--- src/rtl/bse_pkg.sv ---
// Shared types, constants and cell control codes for the bubble sort engine.
`timescale 1ns / 1ps
package bse_pkg;

	localparam int DATA_W           = 32;
	localparam int MAX_ELEMENTS_DEF = 16;

	// cell operating modes
	localparam logic [1:0] MODE_HOLD = 2'd0;
	localparam logic [1:0] MODE_LOAD = 2'd1;
	localparam logic [1:0] MODE_SORT = 2'd2;
	localparam logic [1:0] MODE_EMIT = 2'd3;

	typedef struct packed {
		logic signed [DATA_W-1:0] value;
		logic                     is_last;
	} in_word_t;

	typedef struct packed {
		logic signed [DATA_W-1:0] sorted_value;
		logic                     is_final;
		logic                     overflow;
	} out_word_t;

	// one cell entry: occupied flag plus element
	typedef struct packed {
		logic                     vld;
		logic signed [DATA_W-1:0] val;
	} ent_t;

	// per-cell control from the sequencer
	typedef struct packed {
		logic [1:0] mode;
		logic       pair_up;
		logic       pair_dn;
	} ctl_t;

endpackage

--- src/rtl/bse_cell.sv ---
// One sorter cell: holds one entry, shifts or compare-exchanges with a neighbor.
`timescale 1ns / 1ps
module bse_cell (
	input  logic          clk,
	input  logic          arst_n,
	input  bse_pkg::ctl_t ctl,
	input  bse_pkg::ent_t prv,
	input  bse_pkg::ent_t nxt,
	output bse_pkg::ent_t ent
);
	import bse_pkg::*;

	logic                     vld_q;
	logic signed [DATA_W-1:0] val_q;
	ent_t                     cur;
	ent_t                     ent_d;

	assign cur = {vld_q, val_q};

	always_comb begin
		ent_d = cur;
		unique case (ctl.mode)
			MODE_HOLD: ent_d = cur;
			MODE_LOAD: ent_d = prv;
			MODE_EMIT: ent_d = nxt;
			MODE_SORT: begin
				// keep the smaller value on the low side; equal values stay put
				if (ctl.pair_up && cur.vld && nxt.vld && (cur.val > nxt.val)) begin
					ent_d = nxt;
				end else if (ctl.pair_dn && prv.vld && cur.vld
					&& (prv.val > cur.val)) begin
					ent_d = prv;
				end
			end
		endcase
	end

	always_ff @(posedge clk or negedge arst_n) begin
		if (!arst_n) begin
			vld_q <= 1'b0;
		end else begin
			vld_q <= ent_d.vld;
		end
	end

	always_ff @(posedge clk) begin
		val_q <= ent_d.val;
	end

	assign ent = cur;

endmodule

--- src/rtl/bubble_sort_engine_top.sv ---
// Top level of the bubble sort engine: cell row plus load/sort/emit sequencer.
`timescale 1ns / 1ps
// A list is loaded one word per cycle while busy is low (start high accepts a word);
// the word with is_last set closes the list. The engine then raises busy, runs
// MAX_ELEMENTS odd-even transposition passes over the row of cells (one pass per
// cycle), and emits the n stored words in ascending signed order, one per cycle on
// result with result_strobe high, is_final on the last one. Busy drops in the
// cycle after the final word. The receiver cannot stall: each result is shown for
// exactly one cycle. Words past MAX_ELEMENTS are dropped and every result of that
// list carries overflow.
module bubble_sort_engine_top #(
	parameter int MAX_ELEMENTS = bse_pkg::MAX_ELEMENTS_DEF
) (
	input  logic               clk,
	input  logic               arst_n,
	input  logic               start,
	output logic               busy,
	input  bse_pkg::in_word_t  item,
	output logic               result_strobe,
	output bse_pkg::out_word_t result
);
	import bse_pkg::*;

	localparam int CNT_W  = $clog2(MAX_ELEMENTS + 1);
	localparam int PASS_W = $clog2(MAX_ELEMENTS);

	localparam logic [1:0] ST_LOAD = 2'd0;
	localparam logic [1:0] ST_SORT = 2'd1;
	localparam logic [1:0] ST_EMIT = 2'd2;

	logic [1:0]        state_q;
	logic [CNT_W-1:0]  count_q;
	logic [PASS_W-1:0] pass_q;
	logic              ovf_q;

	logic       accept;
	logic       room;
	logic [1:0] mode;
	ent_t       load_ent;

	ent_t cells   [MAX_ELEMENTS];
	ent_t prv_ent [MAX_ELEMENTS];
	ent_t nxt_ent [MAX_ELEMENTS];

	assign busy   = (state_q != ST_LOAD);
	assign accept = start && !busy;
	assign room   = (count_q < CNT_W'(MAX_ELEMENTS));

	assign load_ent.vld = 1'b1;
	assign load_ent.val = item.value;

	// load shifts the row up from cell 0, emit shifts it down toward cell 0
	always_comb begin
		mode = MODE_HOLD;
		unique case (state_q)
			ST_LOAD: mode = (accept && room) ? MODE_LOAD : MODE_HOLD;
			ST_SORT: mode = MODE_SORT;
			ST_EMIT: mode = MODE_EMIT;
			default: mode = MODE_HOLD;
		endcase
	end

	for (genvar i = 0; i < MAX_ELEMENTS; i++) begin : g_cell
		localparam logic I_ODD  = 1'(i % 2);
		localparam logic HAS_UP = (i + 1 < MAX_ELEMENTS);
		localparam logic HAS_DN = (i > 0);
		ctl_t ctl;

		// even passes pair (0,1),(2,3)..; odd passes pair (1,2),(3,4)..
		assign ctl.mode    = mode;
		assign ctl.pair_up = HAS_UP && (pass_q[0] == I_ODD);
		assign ctl.pair_dn = HAS_DN && (pass_q[0] != I_ODD);

		if (i == 0) begin : g_first
			assign prv_ent[i] = load_ent;
		end else begin : g_mid_p
			assign prv_ent[i] = cells[i-1];
		end

		if (i == MAX_ELEMENTS - 1) begin : g_last
			assign nxt_ent[i] = '0;
		end else begin : g_mid_n
			assign nxt_ent[i] = cells[i+1];
		end

		bse_cell u_cell (
			.clk    (clk),
			.arst_n (arst_n),
			.ctl    (ctl),
			.prv    (prv_ent[i]),
			.nxt    (nxt_ent[i]),
			.ent    (cells[i])
		);
	end

	// sequencer
	always_ff @(posedge clk or negedge arst_n) begin
		if (!arst_n) begin
			state_q <= ST_LOAD;
			count_q <= '0;
			pass_q  <= '0;
			ovf_q   <= 1'b0;
		end else begin
			unique case (state_q)
				ST_LOAD: begin
					if (accept) begin
						if (room) begin
							count_q <= count_q + CNT_W'(1);
						end else begin
							ovf_q <= 1'b1;
						end
						if (item.is_last) begin
							state_q <= ST_SORT;
							pass_q  <= '0;
						end
					end
				end
				ST_SORT: begin
					if (pass_q == PASS_W'(MAX_ELEMENTS - 1)) begin
						state_q <= ST_EMIT;
					end
					pass_q <= pass_q + PASS_W'(1);
				end
				ST_EMIT: begin
					// final word leaves when the cell behind cell 0 is empty
					if (!cells[1].vld) begin
						state_q <= ST_LOAD;
						count_q <= '0;
						ovf_q   <= 1'b0;
					end
				end
				default: state_q <= ST_LOAD;
			endcase
		end
	end

	assign result_strobe       = (state_q == ST_EMIT);
	assign result.sorted_value = cells[0].val;
	assign result.is_final     = !cells[1].vld;
	assign result.overflow     = ovf_q;

`ifndef SYNTHESIS
	a_count_bound: assert property (@(posedge clk) disable iff (!arst_n)
		count_q <= CNT_W'(MAX_ELEMENTS))
		else $error("element count beyond capacity");

	a_emit_occupied: assert property (@(posedge clk) disable iff (!arst_n)
		result_strobe |-> cells[0].vld)
		else $error("word emitted from an empty cell");

	a_final_frees: assert property (@(posedge clk) disable iff (!arst_n)
		result_strobe && result.is_final |=> !busy && (count_q == '0))
		else $error("engine not free after final word");

	a_sort_to_emit: assert property (@(posedge clk) disable iff (!arst_n)
		$rose(result_strobe) |-> $past(state_q) == ST_SORT)
		else $error("emit entered without sorting");
`endif

endmodule
--- config.mk ---
export PLATFORM = sky130hd
export DESIGN_NAME = bubble_sort_engine_top
export DESIGN_NICKNAME = d
export VERILOG_FILES = /design/src/rtl/bse_pkg.sv /design/src/rtl/bse_cell.sv /design/src/rtl/bubble_sort_engine_top.sv
export SDC_FILE = /design/constraint.sdc
export NUM_CORES = 2
export LEC_CHECK = 0
export ABC_CLOCK_PERIOD_IN_PS = 5900
export BUFFER_PORTS_ARGS = -buffer_cell sky130_fd_sc_hd__buf_2
export CAP_MARGIN = 20
export CORE_MARGIN = 1.5
export CORE_UTILIZATION = 51
export DETAILED_ROUTE_END_ITERATION = 8
export GPL_ROUTABILITY_DRIVEN = 1
export HOLD_SLACK_MARGIN = 0.06
export PLACE_DENSITY = 0.67
export SLEW_MARGIN = 30
export SYNTH_ARGS = -nofsm -noshare
export SYNTH_HDL_FRONTEND = slang
export SYNTH_SLANG_ARGS = --single-unit
--- constraint.sdc ---
create_clock -name clk -period 5.9 [get_ports clk]
set_input_delay 1.18 -clock clk [delete_from_list [all_inputs] [get_ports clk]]
set_output_delay 1.18 -clock clk [all_outputs]
set_load 0.05 [all_outputs]
Word-level counts from Yosys, hierarchy flattened
Index checks and enable logic that the tools add are counted.
{"block": "op_classes", "n_lt_le_gt_ge": 16, "reduce_logical": 74, "n_eq_ne": 28, "n_bitwise": 2, "add_sub_neg": 2, "muxes": 64}
{"operator": "$pmux 33 s3", "count": 16}
{"operator": "$mux 33", "count": 30}
{"operator": "$gt 32x32->1", "count": 15}
{"operator": "$logic_and 1x1->1", "count": 47}
{"operator": "$ne 3x1->1 const B", "count": 14}
{"operator": "$reduce_and 2->1", "count": 16}
{"operator": "$mux 5", "count": 3}
{"operator": "$ne 2x2->1 const B", "count": 6}
{"operator": "$pmux 2 s3", "count": 2}
{"operator": "$reduce_and 4->1", "count": 3}
{"operator": "$pmux 5 s2", "count": 1}
{"operator": "$mux 2", "count": 4}
{"operator": "$mux 4", "count": 2}
{"operator": "$pmux 4 s2", "count": 1}
{"operator": "$eq 2x2->1 const B", "count": 3}
{"operator": "$reduce_bool 2->1", "count": 3}
{"operator": "$add 5x1->5 const B", "count": 1}
{"operator": "$lt 5x5->1 const B", "count": 1}
{"operator": "$add 4x1->4 const B", "count": 1}
{"operator": "$eq 2x1->1 const B", "count": 2}
{"operator": "$eq 4x4->1 const B", "count": 1}
{"operator": "$logic_not 2->1", "count": 2}
{"operator": "$mux 1", "count": 4}
{"operator": "$ne 2x1->1 const B", "count": 2}
{"operator": "4 further kinds", "count": 6}
{"block": "word_totals", "input_bits": 36, "out_inout_bits": 36, "register_bits": 540}

Depth between registers and ports, before layout
{"block": "depth", "depth_word": 9, "mapped_depth": 11, "depth_no_buf": 10}

Cells and area by module
Synthesis repeated with hierarchy kept, for this count alone.
{"block": "hier_totals", "hier_cells": 5103, "hier_area_um2": 52039.9}
{"mod": "bse_cell", "instances": 16, "area_per_inst_um2": 3205.6, "cells_each": 314}
{"mod": "bubble_sort_engine_top", "instances": 1, "area_per_inst_um2": 750.7, "cells_each": 79}

Least setup slack after synthesis
OpenSTA, ideal clock, no wires.
{"block": "synth_path", "kind": "register to register", "start": "register g_cell[2].u_cell.val_q[31]", "end": "register g_cell[2].u_cell.vld_q", "period_less_slack_ns": 4.553, "setup_time_ns": 0.128, "t_arrival_ns": 4.425, "slack_ns": 1.347, "stages_incl_launch_ff": 9, "path_cell_list": "edfxtp_1 > ha_1 > nand4_1 > nor4_1 > or3b_1 > nand4_1 > mux2_2 > a31oi_1 > mux2_2"}
{"block": "synth_between", "elab_chain_len": 4, "elab_cells_between_ends": 8, "classes_between": "order compare: 2; eq/ne: 1; mux: 2; reduce/logical: 3"}
{"element": "start: declaration", "line": "bse_cell.sv:14", "rtl": "logic signed [DATA_W-1:0] val_q;"}
{"element": "start signal: assignment", "line": "bse_cell.sv:47", "rtl": "val_q <= ent_d.val;"}
{"element": "$gt 32x32->1, on equally long branches", "line": "bse_cell.sv:28, bse_cell.sv:31"}
{"element": "$logic_and 1x1->1, on equally long branches", "line": "bse_cell.sv:28, bse_cell.sv:31"}
{"element": "$mux 33 / $ne 3x1->1 (equally long branches)"}
{"element": "$pmux 33 s3 / $reduce_and 2->1 (equally long branches)"}
{"element": "end signal: assignment", "line": "bse_cell.sv:42", "rtl": "vld_q <= ent_d.vld;"}
{"element": "end: declaration", "line": "bse_cell.sv:13", "rtl": "logic vld_q;"}
Several ways; a longest one is shown, not always the timed one.
A chain may end at the register's enable or synchronous reset.

Worst setup path after layout
{"block": "layout_path", "start": "register g_cell[3].u_cell.val_q[31]", "end": "register g_cell[3].u_cell.vld_q"}
{"block": "layout_between", "elab_chain_len": 4, "elab_cells_between_ends": 8, "classes_between": "order compare: 2; eq/ne: 1; mux: 2; reduce/logical: 3"}
{"element": "start: declaration", "line": "bse_cell.sv:14"}
{"element": "start signal: assignment", "line": "bse_cell.sv:47"}
{"element": "$gt 32x32->1, on equally long branches", "line": "bse_cell.sv:28, bse_cell.sv:31"}
{"element": "$logic_and 1x1->1, on equally long branches", "line": "bse_cell.sv:28, bse_cell.sv:31"}
{"element": "$mux 33 / $ne 3x1->1 (equally long branches)"}
{"element": "$pmux 33 s3 / $reduce_and 2->1 (equally long branches)"}
{"element": "end signal: assignment", "line": "bse_cell.sv:42"}
{"element": "end: declaration", "line": "bse_cell.sv:13"}
Several ways; a longest one is shown, not always the timed one.

==> flow_summary_export.csv <==
group,metric,value,unit
drt,met1Wirelength,35.9,mm
timing,rsz0062_at_grt,"false",
floorplanning,floorplan.io_pins,72,
worst_setup_path,cp-start-kind,"register",
global_route,grt_remaining_overflow,0,
timing,report.final.setup_viol,0,
layout,insertedDiodeCount,0,
drt,firstDrtPassIters,7,
floorplanning,die_h,266,um
drt,routed.top_layer,"met4",
logic_synthesis,post_synth_edffs,512,
worst_setup_path,cp-startpoint,"g_cell[3].u_cell.val_q[31]",
placed_design,io_buffer_count,71,
logic_synthesis,netlist-cell-type-count,71,
worst_setup_path,critPathArrivalTime,4.54,ns
clock_tree,clkSinkCount,540,
timing,finalHoldViolCount,0,
worst_setup_path,critical-path-slowest-cell,"sky130_fd_sc_hd__nor4_1",
run_status,status,"complete, no violations",
logic_synthesis,postSynthNetCount,3690,
worst_setup_path,r2r_start,"g_cell[3].u_cell.val_q[31]",
clock_tree,cts.path.max_buffers,3,
timing,tightest_slew,0.930,ns
layout,fill_cells,5664,
clock_tree,cts_root_buffer,"sky130_fd_sc_hd__clkbuf_16",
run,max-cap-violations,0,
worst_setup_path,crit_chain,"ha_1 -> nand4_1 -> nor4_1 -> o31ai_1 -> a21oi_1 -> nor2_1 -> a31oi_4 -> buf_16 -> mux2_2",
logic_synthesis,synth_ff_type,"sky130_fd_sc_hd__edfxtp_1",
logic_synthesis,synth_cells,3168,
global_route,grt_pass1_vias,26100,
clock_tree,clk_pin_slew,0.06,ns
clock_tree,tritoncts.num_buffers,61,
worst_hold_path,worst_hold_path_class,"in2async",
layout,synthToLayoutAreaGrowth,10.8,%
drt,detailroute.wirelength.met2,44.2,mm
floorplanning,floorplan.initialDensity,51.4,%
timing,setup-tns-final,0,ns
drt,postRouteWirelength,86.4,mm
floorplanning,floorplan.die_area,0.0707,mm2
placed_design,post-place-ws,1.90,ns
logic_synthesis,synth.yosys.seq_area_share,45.6,%
floorplanning,die-width,266,um
drt,detailroute.via_count,25700,
clock_tree,number_of_setup_buffers_added_after_cts,0,
placed_design,dp_hpwl,67.6,mm
global_route,grt_start_max_net_pins,66,
drt,detail_route.drc_violations,0,
layout,finalInstanceArea,0.0390,mm2
placed_design,dpl-instance-area,0.0369,mm2
global_route,grt_antenna_before_repair,0,
clock_tree,cts.hold.buffers_added,0,
worst_setup_path,critPathMaxFanout,17,
layout,multiInputGateArea,0.0169,mm2
clock_tree,clk_latency,0.63,ns
floorplanning,core-area,0.0685,mm2
timing,skew,0.0206,ns
timing,final_min_period_over_clock_period,68.4,%
logic_synthesis,ys_ff_latch,540,
clock_tree,ctsResizeCount,0,
timing,fmax,248,MHz
layout,final_layout_size_suffix_gt1_share,9.62,%
worst_setup_path,critPathKind,"reg2reg",
global_route,grt_first_pass_wirelength,138,mm
drt,drtIter0Drc,1621,
timing,timing.final.crit_period,4.04,ns
floorplanning,placement_rows,96,
timing,worst_slack,1.86,ns
drt,detailroute.wirelength.met3,3.22,mm
clock_tree,cts_tree,"yes",
drt,via_per_inst,6.23,
logic_synthesis,yosysWarningCount,0,
layout,number_of_nets_in_the_layout,3713,
logic_synthesis,synth_area,0.0352,mm2
layout,register_area,0.0161,mm2
timing,timing.hold.ws,0.475,ns
logic_synthesis,syn_area_per_cell,11.1,um2
clock_tree,htree_num_levels,2,
worst_setup_path,worst_setup_path_end_kind,"register",
drt,ant_nets,0,
worst_setup_path,worst_ep_required_time,6.41,ns
worst_setup_path,critical-path-max-stage-delay,0.76,ns
drt,wl_per_cell,20.9,um
timing,slew_hr,37.9,%
layout,mostFrequentLayoutCell,"sky130_fd_sc_hd__edfxtp_1",
timing,pins_over_their_slew_limit,0,
logic_synthesis,fraction_of_registers_with_async_set_reset,5.19,%
layout,layout_common_cells,"512 x sky130_fd_sc_hd__edfxtp_1, 496 x sky130_fd_sc_hd__inv_1, 483 x sky130_fd_sc_hd__ha_1",
global_route,grt.total_usage,24.3,%
placed_design,final_weighted_congestion_of_routability_driven_global_placement,0.883,
-- per-stage QoR --
step           instances  util [%]
6_report            4126      57.0
5_1_grt             4126      57.0
4_1_cts             4125      57.0
3_5_place_dp        4009      53.9
3_3_place_gp        3994      53.3
2_1_floorplan       3168         -
-- final timing paths --
check | endpoint | slack [ns] | cells after the start
max | g_cell[3].u_cell.vld_q | 1.86 | 9
min | pass_q[2] | 0.48 | 1
max reg2reg | g_cell[3].u_cell.vld_q | 1.86 | 9
min reg2reg | count_q[0] | 0.51 | 1
max in group asynchronous | g_cell[13].u_cell.vld_q | 4.95 | 2
min in group clk | count_q[0] | 0.51 | 1
-- cell usage after synthesis, types with 9 or more instances --
cell type / n / area, um2
sky130_fd_sc_hd__a22o_1: 288 / 2520
sky130_fd_sc_hd__buf_4: 42 / 315
sky130_fd_sc_hd__a21oi_1: 222 / 1110
sky130_fd_sc_hd__o211ai_1: 17 / 128
sky130_fd_sc_hd__edfxtp_1: 512 / 15400
sky130_fd_sc_hd__nand2_1: 122 / 458
sky130_fd_sc_hd__a31oi_1: 20 / 125
sky130_fd_sc_hd__nor2_1: 73 / 274
sky130_fd_sc_hd__a221o_1: 10 / 100
sky130_fd_sc_hd__a21o_1: 42 / 315
sky130_fd_sc_hd__ha_1: 486 / 6080
sky130_fd_sc_hd__a221oi_1: 22 / 193
sky130_fd_sc_hd__mux2_2: 42 / 473
sky130_fd_sc_hd__a211oi_1: 15 / 113
sky130_fd_sc_hd__nor3_1: 18 / 90.1
sky130_fd_sc_hd__a32o_1: 161 / 1610
sky130_fd_sc_hd__o31ai_1: 18 / 135
sky130_fd_sc_hd__nor4_1: 22 / 138
sky130_fd_sc_hd__dfrtp_1: 28 / 701
sky130_fd_sc_hd__clkbuf_1: 64 / 240
sky130_fd_sc_hd__inv_1: 496 / 1860
sky130_fd_sc_hd__nor2b_1: 19 / 119
sky130_fd_sc_hd__nand4_1: 110 / 688
sky130_fd_sc_hd__nand3_1: 69 / 345
sky130_fd_sc_hd__nand2b_1: 9 / 56.3
sky130_fd_sc_hd__buf_2: 45 / 225
sky130_fd_sc_hd__o21ai_0: 67 / 335
-- critical path, delay by kind of cell (launching register included) --
family                   cells  cell delay (ns)
AND/OR/NAND/NOR              3             1.18
buffers and inverters        1             0.23
flip-flops                   1             0.46
AO/OA/AOI/OAI                3             1.31
adder cells (fa/ha/maj)      1             0.39
multiplexers                 1             0.33
-- per-layer routing --
| layer | vias to the layer above | track usage (%) |
|---|---|---|
| li1 | 12300 | - |
| met1 | 12700 | 29.3 |
| met2 | 574 | 44.4 |
| met3 | 173 | 2.36 |
| met4 | 0 | 9.69 |
| met5 | - | 0 |
-- logic make-up after synthesis --
| kind of cell | count (synthesis) | synth area share [%] |
|---|---|---|
| simple gates | 494 | 7.40 |
| fa+ha+maj | 486 | 17.3 |
| mux | 51 | 1.63 |
| flops | 540 | 45.6 |
| compound gates | 940 | 20.4 |
| buf+inv | 657 | 7.67 |
-- flip-flops by register name, summed over array words and instances, names as in the netlist --
register	flops
pass_q	4
state_q	2
g_cell.u_cell.val_q	512
g_cell.u_cell.vld_q	16
count_q	5
ovf_q	1
-- final cells by class --
type	instances	share of cell area, %
Sequential cell	540	41.2
Clock inverter	43	1.27
Timing Repair Buffer	120	2.64
Clock buffer	73	4.13
Tap cell	882	2.83
Inverter	497	4.78
Multi-Input combinational cell	1971	43.2
Power is not shown: default switching activity piles up to over one toggle a cycle in this logic, so the estimate is an artifact.
